$ cat src/rtl/tcp_pkg.sv
// Shared types, character codes and command codes for the tuning command parser.
// No dependencies; every other file in rtl/ refers to this package by scoped names.
package tcp_pkg;

  localparam int HEAD_DEPTH  = 3;
  localparam int FIELD_DEPTH = 6;
  localparam int VALUE_W     = 23;

  // Character codes
  localparam logic [7:0] CH_END   = 8'h21;  // '!'
  localparam logic [7:0] CH_EQ    = 8'h3D;  // '='
  localparam logic [7:0] CH_MINUS = 8'h2D;  // '-'
  localparam logic [7:0] CH_ZERO  = 8'h30;  // '0'
  localparam logic [7:0] CH_P     = 8'h50;
  localparam logic [7:0] CH_I     = 8'h49;
  localparam logic [7:0] CH_D     = 8'h44;
  localparam logic [7:0] CH_S     = 8'h53;
  localparam logic [7:0] CH_1     = 8'h31;
  localparam logic [7:0] CH_2     = 8'h32;
  localparam logic [7:0] CH_LP    = 8'h70;  // 'p'
  localparam logic [7:0] CH_LE    = 8'h65;  // 'e'
  localparam logic [7:0] CH_LO    = 8'h6F;  // 'o'
  localparam logic [7:0] CH_LS    = 8'h73;  // 's'

  // Value-carrying field lengths, the saturated field length and the full head count
  localparam logic [2:0] LEN_4   = 3'd4;
  localparam logic [2:0] LEN_5   = 3'd5;
  localparam logic [2:0] LEN_6   = 3'd6;
  localparam logic [2:0] LEN_SAT = 3'd7;
  localparam logic [1:0] HEAD_FULL = 2'd3;

  typedef enum logic [3:0] {
    CMD_NONE       = 4'd0,
    CMD_POS_KP     = 4'd1,
    CMD_POS_KI     = 4'd2,
    CMD_POS_KD     = 4'd3,
    CMD_SPD_KP     = 4'd4,
    CMD_SPD_KI     = 4'd5,
    CMD_SPD_KD     = 4'd6,
    CMD_TARGET_SPD = 4'd7,
    CMD_TARGET_POS = 4'd8
  } cmd_t;

  // Message state seen by the decoder
  typedef struct packed {
    logic [HEAD_DEPTH-1:0][7:0]  head_bytes;
    logic [1:0]                  head_count;
    logic [FIELD_DEPTH-1:0][7:0] field_bytes;
    logic [2:0]                  field_count;
    logic                        negative;
  } msg_state_t;

endpackage

$ cat src/rtl/tcp_msg_state.sv
// Per-message state of the parser: head bytes, value field bytes, counts, sign.
// Depends on tcp_pkg.
module tcp_msg_state (
  input  logic                clk,
  input  logic                rst_n,
  input  logic                byte_take,
  input  logic [7:0]          rx_byte,
  output tcp_pkg::msg_state_t state
);

  tcp_pkg::msg_state_t state_r;
  tcp_pkg::msg_state_t state_nxt;

  always_comb begin
    state_nxt = state_r;
    if (byte_take) begin
      if (rx_byte == tcp_pkg::CH_END) begin
        state_nxt = '0;
      end else begin
        if (state_r.head_count != tcp_pkg::HEAD_FULL) begin
          for (int i = 0; i < tcp_pkg::HEAD_DEPTH; i++) begin
            if (state_r.head_count == 2'(i)) state_nxt.head_bytes[i] = rx_byte;
          end
          state_nxt.head_count = state_r.head_count + 2'd1;
        end
        if (rx_byte == tcp_pkg::CH_EQ) begin
          state_nxt.field_count = '0;
          state_nxt.negative    = 1'b0;
        end else if (rx_byte == tcp_pkg::CH_MINUS && state_r.field_count == '0 &&
                     !state_r.negative) begin
          state_nxt.negative = 1'b1;
        end else if (state_r.field_count < tcp_pkg::LEN_6) begin
          for (int i = 0; i < tcp_pkg::FIELD_DEPTH; i++) begin
            if (state_r.field_count == 3'(i)) state_nxt.field_bytes[i] = rx_byte;
          end
          state_nxt.field_count = state_r.field_count + 3'd1;
        end else begin
          state_nxt.field_count = tcp_pkg::LEN_SAT;
        end
      end
    end
  end

  always_ff @(posedge clk) begin
    if (!rst_n) begin
      state_r <= '0;
    end else begin
      state_r <= state_nxt;
    end
  end

  assign state = state_r;

endmodule

$ cat src/rtl/tcp_decode.sv
// Command and value decode from the held message state.
// Depends on tcp_pkg.
module tcp_decode (
  input  tcp_pkg::msg_state_t              state,
  output tcp_pkg::cmd_t                    command,
  output logic signed [tcp_pkg::VALUE_W-1:0] value
);

  localparam int SUM_W = tcp_pkg::VALUE_W + 1;

  logic [7:0] a, b, c;
  logic signed [SUM_W-1:0] d [tcp_pkg::FIELD_DEPTH];
  logic signed [SUM_W-1:0] mag;
  logic signed [SUM_W-1:0] sgn;

  assign a = state.head_bytes[0];
  assign b = state.head_bytes[1];
  assign c = state.head_bytes[2];

  always_comb begin
    if      (a == tcp_pkg::CH_P && b == tcp_pkg::CH_1) command = tcp_pkg::CMD_POS_KP;
    else if (a == tcp_pkg::CH_I && b == tcp_pkg::CH_1) command = tcp_pkg::CMD_POS_KI;
    else if (a == tcp_pkg::CH_D && b == tcp_pkg::CH_1) command = tcp_pkg::CMD_POS_KD;
    else if (a == tcp_pkg::CH_P && b == tcp_pkg::CH_2) command = tcp_pkg::CMD_SPD_KP;
    else if (a == tcp_pkg::CH_I && b == tcp_pkg::CH_2) command = tcp_pkg::CMD_SPD_KI;
    else if (a == tcp_pkg::CH_D && b == tcp_pkg::CH_2) command = tcp_pkg::CMD_SPD_KD;
    else if (a == tcp_pkg::CH_S && b == tcp_pkg::CH_LP && c == tcp_pkg::CH_LE)
      command = tcp_pkg::CMD_TARGET_SPD;
    else if (a == tcp_pkg::CH_P && b == tcp_pkg::CH_LO && c == tcp_pkg::CH_LS)
      command = tcp_pkg::CMD_TARGET_POS;
    else command = tcp_pkg::CMD_NONE;
  end

  // Digits are not range checked: any byte counts as byte minus '0'
  always_comb begin
    for (int i = 0; i < tcp_pkg::FIELD_DEPTH; i++) begin
      d[i] = $signed({{(SUM_W-8){1'b0}}, state.field_bytes[i]})
           - $signed({{(SUM_W-8){1'b0}}, tcp_pkg::CH_ZERO});
    end
  end

  always_comb begin
    case (state.field_count)
      tcp_pkg::LEN_4: mag = SUM_W'(100) * d[0] + SUM_W'(10) * d[2] + d[3];
      tcp_pkg::LEN_5: mag = SUM_W'(1000) * d[0] + SUM_W'(100) * d[1]
                          + SUM_W'(10) * d[3] + d[4];
      tcp_pkg::LEN_6: mag = SUM_W'(10000) * d[0] + SUM_W'(1000) * d[1]
                          + SUM_W'(100) * d[2] + SUM_W'(10) * d[4] + d[5];
      default:        mag = '0;
    endcase
    sgn = state.negative ? -mag : mag;
  end

  assign value = sgn[tcp_pkg::VALUE_W-1:0];

endmodule

$ cat src/rtl/tuning_command_parser_core.sv
// Top level of the tuning command parser: input register, message state, decode,
// result register. Depends on tcp_pkg, tcp_msg_state and tcp_decode.
//
// Parses ASCII tuning commands such as "P1=1.23!" one byte per transaction.
// Each '!' produces exactly one result transaction carrying the command code
// decoded from the first three message bytes and the value after the last '='
// in hundredths (signed, zero unless the field holds 4, 5 or 6 bytes). Other
// bytes produce no result. The block takes one byte every cycle unless in_stall
// holds it. out_valid rises once the '!' has moved from the input register
// through decode into the result register; the '!' can wait in the input
// register while the sink stalls. in_stall rises only while a '!' waits in
// the input register and the result register still holds a result that the
// sink is stalling.
module tuning_command_parser_core (
  input  logic                                clk,
  input  logic                                rst_n,
  input  logic                                in_valid,
  output logic                                in_stall,
  input  logic [7:0]                          in_rx_byte,
  output logic                                out_valid,
  input  logic                                out_stall,
  output logic [3:0]                          out_command,
  output logic signed [tcp_pkg::VALUE_W-1:0]  out_value_hundredths
);

  // Input register
  logic       in_valid_r;
  logic [7:0] in_byte_r;

  // Result register
  logic                               out_valid_r;
  logic [3:0]                         out_command_r;
  logic signed [tcp_pkg::VALUE_W-1:0] out_value_r;

  logic                               is_end;
  logic                               out_free;
  logic                               byte_take;
  tcp_pkg::msg_state_t                state;
  tcp_pkg::cmd_t                      dec_command;
  logic signed [tcp_pkg::VALUE_W-1:0] dec_value;

  assign is_end    = (in_byte_r == tcp_pkg::CH_END);
  // Result register can take a new result when empty or being drained
  assign out_free  = !out_valid_r || !out_stall;
  // Ordinary bytes always advance; a terminator needs room for its result
  assign byte_take = in_valid_r && (!is_end || out_free);
  // Hold the input register only when its byte cannot advance
  assign in_stall  = in_valid_r && !byte_take;

  always_ff @(posedge clk) begin
    if (!rst_n) begin
      in_valid_r <= 1'b0;
    end else if (!in_stall) begin
      in_valid_r <= in_valid;
    end
  end

  always_ff @(posedge clk) begin
    if (!in_stall && in_valid) begin
      in_byte_r <= in_rx_byte;
    end
  end

  tcp_msg_state u_state (
    .clk       (clk),
    .rst_n     (rst_n),
    .byte_take (byte_take),
    .rx_byte   (in_byte_r),
    .state     (state)
  );

  // Decode reads the state before the terminator clears it
  tcp_decode u_decode (
    .state   (state),
    .command (dec_command),
    .value   (dec_value)
  );

  always_ff @(posedge clk) begin
    if (!rst_n) begin
      out_valid_r <= 1'b0;
    end else if (out_free) begin
      out_valid_r <= byte_take && is_end;
    end
  end

  // Load a fresh result only on a terminator; otherwise hold the payload
  always_ff @(posedge clk) begin
    if (byte_take && is_end) begin
      out_command_r <= dec_command;
      out_value_r   <= dec_value;
    end
  end

  assign out_valid            = out_valid_r;
  assign out_command          = out_command_r;
  assign out_value_hundredths = out_value_r;

endmodule

$ cat config.mk
export PLATFORM = sky130hd
export DESIGN_NAME = tuning_command_parser_core
export DESIGN_NICKNAME = d
export VERILOG_FILES = /design/src/rtl/tcp_pkg.sv /design/src/rtl/tcp_msg_state.sv /design/src/rtl/tcp_decode.sv /design/src/rtl/tuning_command_parser_core.sv
export SDC_FILE = /design/constraint.sdc
export NUM_CORES = 1
export LEC_CHECK = 0
export ABC_AREA = 1
export BUFFER_PORTS_ARGS = -buffer_cell sky130_fd_sc_hd__buf_4
export CORE_MARGIN = 5
export CORE_UTILIZATION = 45
export CTS_CLUSTER_SIZE = 16
export DETAILED_ROUTE_END_ITERATION = 8
export PLACE_DENSITY = 0.71
export SYNTH_ARGS = -nofsm -noshare
export SYNTH_HDL_FRONTEND = slang
export SYNTH_SLANG_ARGS = --single-unit
export TNS_END_PERCENT = 50
$ cat constraint.sdc
create_clock -name clk -period 20.8 [get_ports clk]
set_input_delay 2.08 -clock clk [delete_from_list [all_inputs] [get_ports clk]]
set_output_delay 2.08 -clock clk [all_outputs]
set_load 0.02 [all_outputs]
Yosys cells after proc, flatten, opt, wreduce, memory -nomap -nowiden
Cells that the tools add are included.
W data, S select, Z words.
{"block": "word_totals", "regBits": 115, "in_bits": 12, "out_inout_bits": 29}
{"block": "op_classes", "add_sub_neg": 18, "mul": 9, "order_cmp": 1, "n_eq_ne": 25, "mux": 26, "n_reduce_logical": 52}
{"op": "$add A23 B23 Y23", "n": 6}
{"op": "$mux W48", "n": 2}
{"op": "$mux W78", "n": 1}
{"op": "$mux W8", "n": 9}
{"op": "$add A23 B9 Y23", "n": 3}
{"op": "$pmux W23 S3", "n": 1}
{"op": "$eq A8 B7 Y1 const B", "n": 8}
{"op": "$sub A8 B6 Y9 const B", "n": 6}
{"op": "$mux W51", "n": 1}
{"op": "$mul A6 B9 Y15 const A", "n": 3}
{"op": "$eq A8 B6 Y1 const B", "n": 5}
{"op": "$mul A4 B9 Y13 const A", "n": 3}
{"op": "$mul A8 B9 Y17 const A", "n": 2}
{"op": "$reduce_and A5 Y1", "n": 6}
{"op": "$mux W26", "n": 1}
{"op": "$mux W23", "n": 1}
{"op": "$neg A23 Y23", "n": 1}
{"op": "$reduce_bool A2 Y1", "n": 11}
{"op": "$mul A11 B9 Y19 const A", "n": 1}
{"op": "$logic_and A1 B1 Y1", "n": 16}
{"op": "$mux W3", "n": 5}
{"op": "$eq A3 B3 Y1 const B", "n": 3}
{"op": "$reduce_and A3 Y1", "n": 3}
{"op": "$mux W4", "n": 2}
{"op": "19 further kinds", "n": 31}

Logic depth before layout (Yosys ltp)
{"block": "depth", "depth_word": 10, "ltp_mapped": 45, "depth_no_buf": 45}

Hierarchy
A second synthesis with hierarchy kept.
{"block": "unflattened", "hier_cells": 2775, "area_unflattened_um2": 20644.8}
{"mod": "tcp_decode", "n_inst": 1, "cells_each": 2234, "area_per_inst_um2": 15970.3, "seq_area_each_um2": 0.0}
{"mod": "tcp_msg_state", "n_inst": 1, "cells_each": 478, "area_per_inst_um2": 3465.8, "seq_area_each_um2": 1561.5}
{"mod": "tuning_command_parser_core", "n_inst": 1, "cells_each": 63, "area_per_inst_um2": 1208.7, "seq_area_each_um2": 1091.0}

Worst setup path before layout
OpenSTA, ideal clock, no wires.
{"block": "synth_timing", "path_type": "register to register", "from": "register u_state.state_r, in the netlist u_state.state[8]", "to": "register out_value_r, in the netlist out_value_hundredths[22] (data pin)", "setup_ns": 0.252, "arrival_time_ns": 7.917, "path_slack_ns": 12.631, "stages_incl_launch_ff": 37, "path_buffers": 0, "period_less_slack_ns": 8.169, "cell_sequence": "dfxtp_1 ha_1 nor2_1 nand2_1 inv_1 fa_1 inv_1 fa_1 fa_1 inv_1 fa_1 ha_1 ha_1 nand2_1 o21ai_0 a21oi_1 o21ai_0 nand2_1 nand2_1 a21oi_1 xor2_1 fa_1 fa_1 inv_1 fa_1 ha_1 inv_1 nor3_1 nand2_1 nor3b_1 nor2_1 a21oi_1 nor2_1 nor2_1 inv_1 nand2_1 nand2_1"}
{"block": "synth_between", "elab_chain_len": 9, "word_cells_on_any_way": 16, "classes_between": "add/sub (11); mul (3); mux (2)"}
{"item": "from (decl)", "line_no": "tcp_msg_state.sv:11", "source": "tcp_pkg::msg_state_t state_r;"}
{"item": "from (signal assigned)", "line_no": "tcp_msg_state.sv:48", "source": "state_r <= state_nxt;"}
{"item": "$sub A8 B6 Y9 (*)", "line_no": "tcp_decode.sv:38", "source": "- $signed({{(SUM_W-8){1'b0}}, tcp_pkg::CH_ZERO});"}
{"item": "$mul A11 B9 Y19", "line_no": "tcp_decode.sv:47", "source": "tcp_pkg::LEN_6: mag = SUM_W'(10000) * d[0] + SUM_W'(1000) * d[1]"}
{"item": "$add A23 B23 Y23", "line_no": "tcp_decode.sv:47"}
{"item": "$add A23 B23 Y23 (2 in a row)", "line_no": "tcp_decode.sv:48", "source": "+ SUM_W'(100) * d[2] + SUM_W'(10) * d[4] + d[5];"}
{"item": "$add A23 B9 Y23", "line_no": "tcp_decode.sv:48"}
{"item": "$pmux W23 S3 (*)", "line_no": "tcp_decode.sv:43", "source": "case (state.field_count)"}
{"item": "$neg A23 Y23", "line_no": "tcp_decode.sv:51", "source": "sgn = state.negative ? -mag : mag;"}
{"item": "$mux W23 (*)", "line_no": "tcp_decode.sv:51"}
{"item": "net dec_value, one bit", "line_no": "tuning_command_parser_core.sv:40", "source": "logic signed [tcp_pkg::VALUE_W-1:0] dec_value;"}
{"item": "to (signal assigned)", "line_no": "tuning_command_parser_core.sv:91", "source": "out_value_r <= dec_value;"}
{"item": "to (decl)", "line_no": "tuning_command_parser_core.sv:33", "source": "logic signed [tcp_pkg::VALUE_W-1:0] out_value_r;"}
The timed path passes the listed nets; every way through them passes the cells marked *.
A chain may end at the register's enable or synchronous reset.

Final worst setup path
{"block": "layout_timing", "from": "register u_state.state_r, in the netlist u_state.state[9]", "to": "register out_value_r, in the netlist out_value_hundredths[22] (data pin)"}
The elaborated chain is that of the path after synthesis.

==> out/summary.txt <==
Syn-to-layout area delta = 8.06%
Clock Path Buffers = 2
cell count after synthesis = 2,526
Worst-Skew Late Latency = 0.45 ns
CP Class = flop to flop
Fill cells = 4,189
number of port buffers = 40
drt via density = 5.16
grt total ovfl = 0
post-CTS setup buffer count = 0
Post-DRT Antenna Nets = 0
number of distinct library cells after synthesis = 56
Pins Over Slew Limit = 0
GRT Total Usage = 0.226
Fin Setup TNS = 0 ns
Main synth FF type = dfxtp_1
flops & latches, synth = 115
Worst Tran Pin Value = 0.940 ns
CP bufs+invs = 6
Slew HR = 0.372
routed via count = 16,312
drt drc = 0
Cell Rows = 76
n_diodes = 0
Num CTS Buffers = 17
wire per inst = 16.6 microns
cell mode on critical path = fa_1
largest net degree at the start of global routing = 73
hold_buf cts = 0
Max Fclk = 0.109 GHz
TritonRoute pass-1 iters = 5
sequential area share after synthesis = 0.136
DIE WIDTH = 218 microns
Die ar. = 47,600 sq um
DR iter-0 viols = 958
vias in the first global route = 16,671
global-route wire length before repair = 86.1 mm
Final Instance Area = 21,100 sq um
Total Routed Length = 52.5 mm
H-tree levels = 4
Area after DPL = 20,500 sq um
Arrival @ worst endpoint = 9.35 ns
register area = 2650 sq um
nets = 3,092
crit share post-route = 0.440
DP HPWL = 45.0 mm
initial antenna violation count = 0
Place WS = 11.68 ns
Mapped Avg Cell Area = 7.73 sq um
Ports = 41
Setup violations, final = 0
CTS resizes = 0
clk sinks = 115
required time worst endpoint = 21.00 ns
FFs w/ async S/R, synth = 0
Hold Vio Cnt, Final = 0
Setup crit end kind = flop
final setup margin = 11.65 ns
final RePlAce weighted congestion = 0.923
Clock Tree Root = clkbuf_16
Synthesized Nets = 3,054
crit path time final = 9.15 ns
RSZ-0062 raised after global routing = no
Core Area = 43,000 sq um
Hold Crit Class = flop to flop
CTS tree = built
outcome = finished, final reports clean
Clock transition at path regs = 0.07 ns
ratio of cells with drive above 1 in the final layout = 0.0594
Fin Clk Skew = 0.0153 ns
CP Launch Type = flop
Cell Area, Synth = 19,500 sq um
number of max-cap violations = 0
Die Ht = 218 microns
Max FO, Critical Path = 19
Starting Density = 0.454
Top Family by Delay on Critical Path = adder cells
multi-input logic area = 14,700 sq um
CP max-delay cell = fa_1
Synth warnings = 0
CP max stage delay = 0.72 ns
number of flops mapped to enable cells by yosys = 35
flip-flops by register name (all words and copies together) (netlist names):
signal	cells
out_valid	1
out_value_hundredths	23
u_state.state	78
out_command	4
in_valid_r	1
in_byte_r	8
metrics by stage:
stage,hold WS (ns),utilization,instances
4_1_cts,0.462,0.491,3162
3_5_place_dp,0.453,0.477,3130
2_1_floorplan,0.431,-,2526
6_report,0.465,0.491,3162
5_1_grt,0.485,0.491,3162
3_3_place_gp,0.444,0.477,3130
logic make-up (layout without fill, tap and decap cells):
family	after synthesis	count (layout)	share of synthesized area
and+or+nand+nor	837	837	0.190
adders and majority gates	516	516	0.410
buffers and inverters	583	634	0.114
other	1	1	0.000192
DFF	115	115	0.136
AOI/OAI and AO/OA	355	355	0.0972
xor gates and xnor gates	119	119	0.0534
tightest hold or removal path: cells and delay by family (launching register included):
family,cells,cell delay (ns)
flip-flops,1,0.30
buffers and inverters,1,0.06
AO/OA/AOI/OAI,1,0.06
routing by layer:
metal / up-vias / share of wire / GRT usage
li1: 8074 / - / -
met1: 7779 / 0.45 / 0.305
met2: 379 / 0.48 / 0.381
met3: 80 / 0.040 / 0.0274
met4: 0 / 0.030 / 0.0680
met5: - / 0 / 0
area by class of cell:
cell class,count,area share
clock buffer,17,0.0202
clock inverter,15,0.00878
inverter,557,0.0995
multi-input combinational,1828,0.695
sequential,115,0.126
tap,585,0.0347
timing repair buffer,45,0.0160
Yosys cell counts, types with 3 or more instances:
library cell / number / area share
nand2_2: 13 / 0.0042
nor3_1: 18 / 0.0046
nand2_1: 409 / 0.079
a21oi_1: 182 / 0.047
and2_1: 3 / 0.00096
nand3b_1: 14 / 0.0054
inv_2: 14 / 0.0027
nor4_1: 6 / 0.0019
nor2_4: 4 / 0.0023
nand3_1: 116 / 0.030
fa_1: 206 / 0.21
o21bai_1: 10 / 0.0038
or2_2: 5 / 0.0016
dfxtp_1: 80 / 0.082
o31ai_1: 9 / 0.0035
buf_2: 12 / 0.0031
xor2_1: 72 / 0.032
o21ai_1: 25 / 0.0064
a31oi_1: 5 / 0.0016
o21ai_0: 107 / 0.027
nor2_2: 17 / 0.0054
inv_1: 537 / 0.10
xnor2_1: 47 / 0.021
nand3_2: 4 / 0.0021
ha_1: 310 / 0.20
a21o_1: 4 / 0.0015
nor2_1: 190 / 0.037
clkbuf_1: 12 / 0.0023
inv_4: 3 / 0.00096
edfxtp_1: 35 / 0.054
nand4_1: 22 / 0.0070
and3_1: 4 / 0.0013
o21a_1: 3 / 0.0012
placed cells by master (no fill, tap or decap), types with 9 or more instances in the layout:
master,netlist,layout
a21oi_1,182,182
nand3b_1,14,14
inv_1,537,537
o21ai_1,25,25
nand2_1,409,409
nand4_1,22,22
o21bai_1,10,10
xnor2_1,47,47
xor2_1,72,72
fa_1,206,206
nor2_1,190,190
dfxtp_1,80,80
ha_1,310,310
nand2_2,13,13
nand3_1,116,116
inv_2,14,14
edfxtp_1,35,35
o31ai_1,9,9
o21ai_0,107,107
nor2_2,17,17
clkbuf_16,0,17
buf_4,1,45
nor3_1,18,16
worst paths after layout:
kind | from | endpoint | slack (ns) | cells after the start
setup / recovery | u_state.state[9]$_SDFFE_PN0P_ | out_value_hundredths[22]$_DFFE_PP_ | 11.65 | 34
setup reg to reg | u_state.state[9]$_SDFFE_PN0P_ | out_value_hundredths[22]$_DFFE_PP_ | 11.65 | 34
hold reg to reg | u_state.state[44]$_SDFFE_PN0P_ | u_state.state[44]$_SDFFE_PN0P_ | 0.46 | 2
hold / removal | u_state.state[44]$_SDFFE_PN0P_ | u_state.state[44]$_SDFFE_PN0P_ | 0.46 | 2
Power is left out: the tool's default activity adds up to more than one toggle a clock period on the data nets, which glitch-free logic cannot reach.
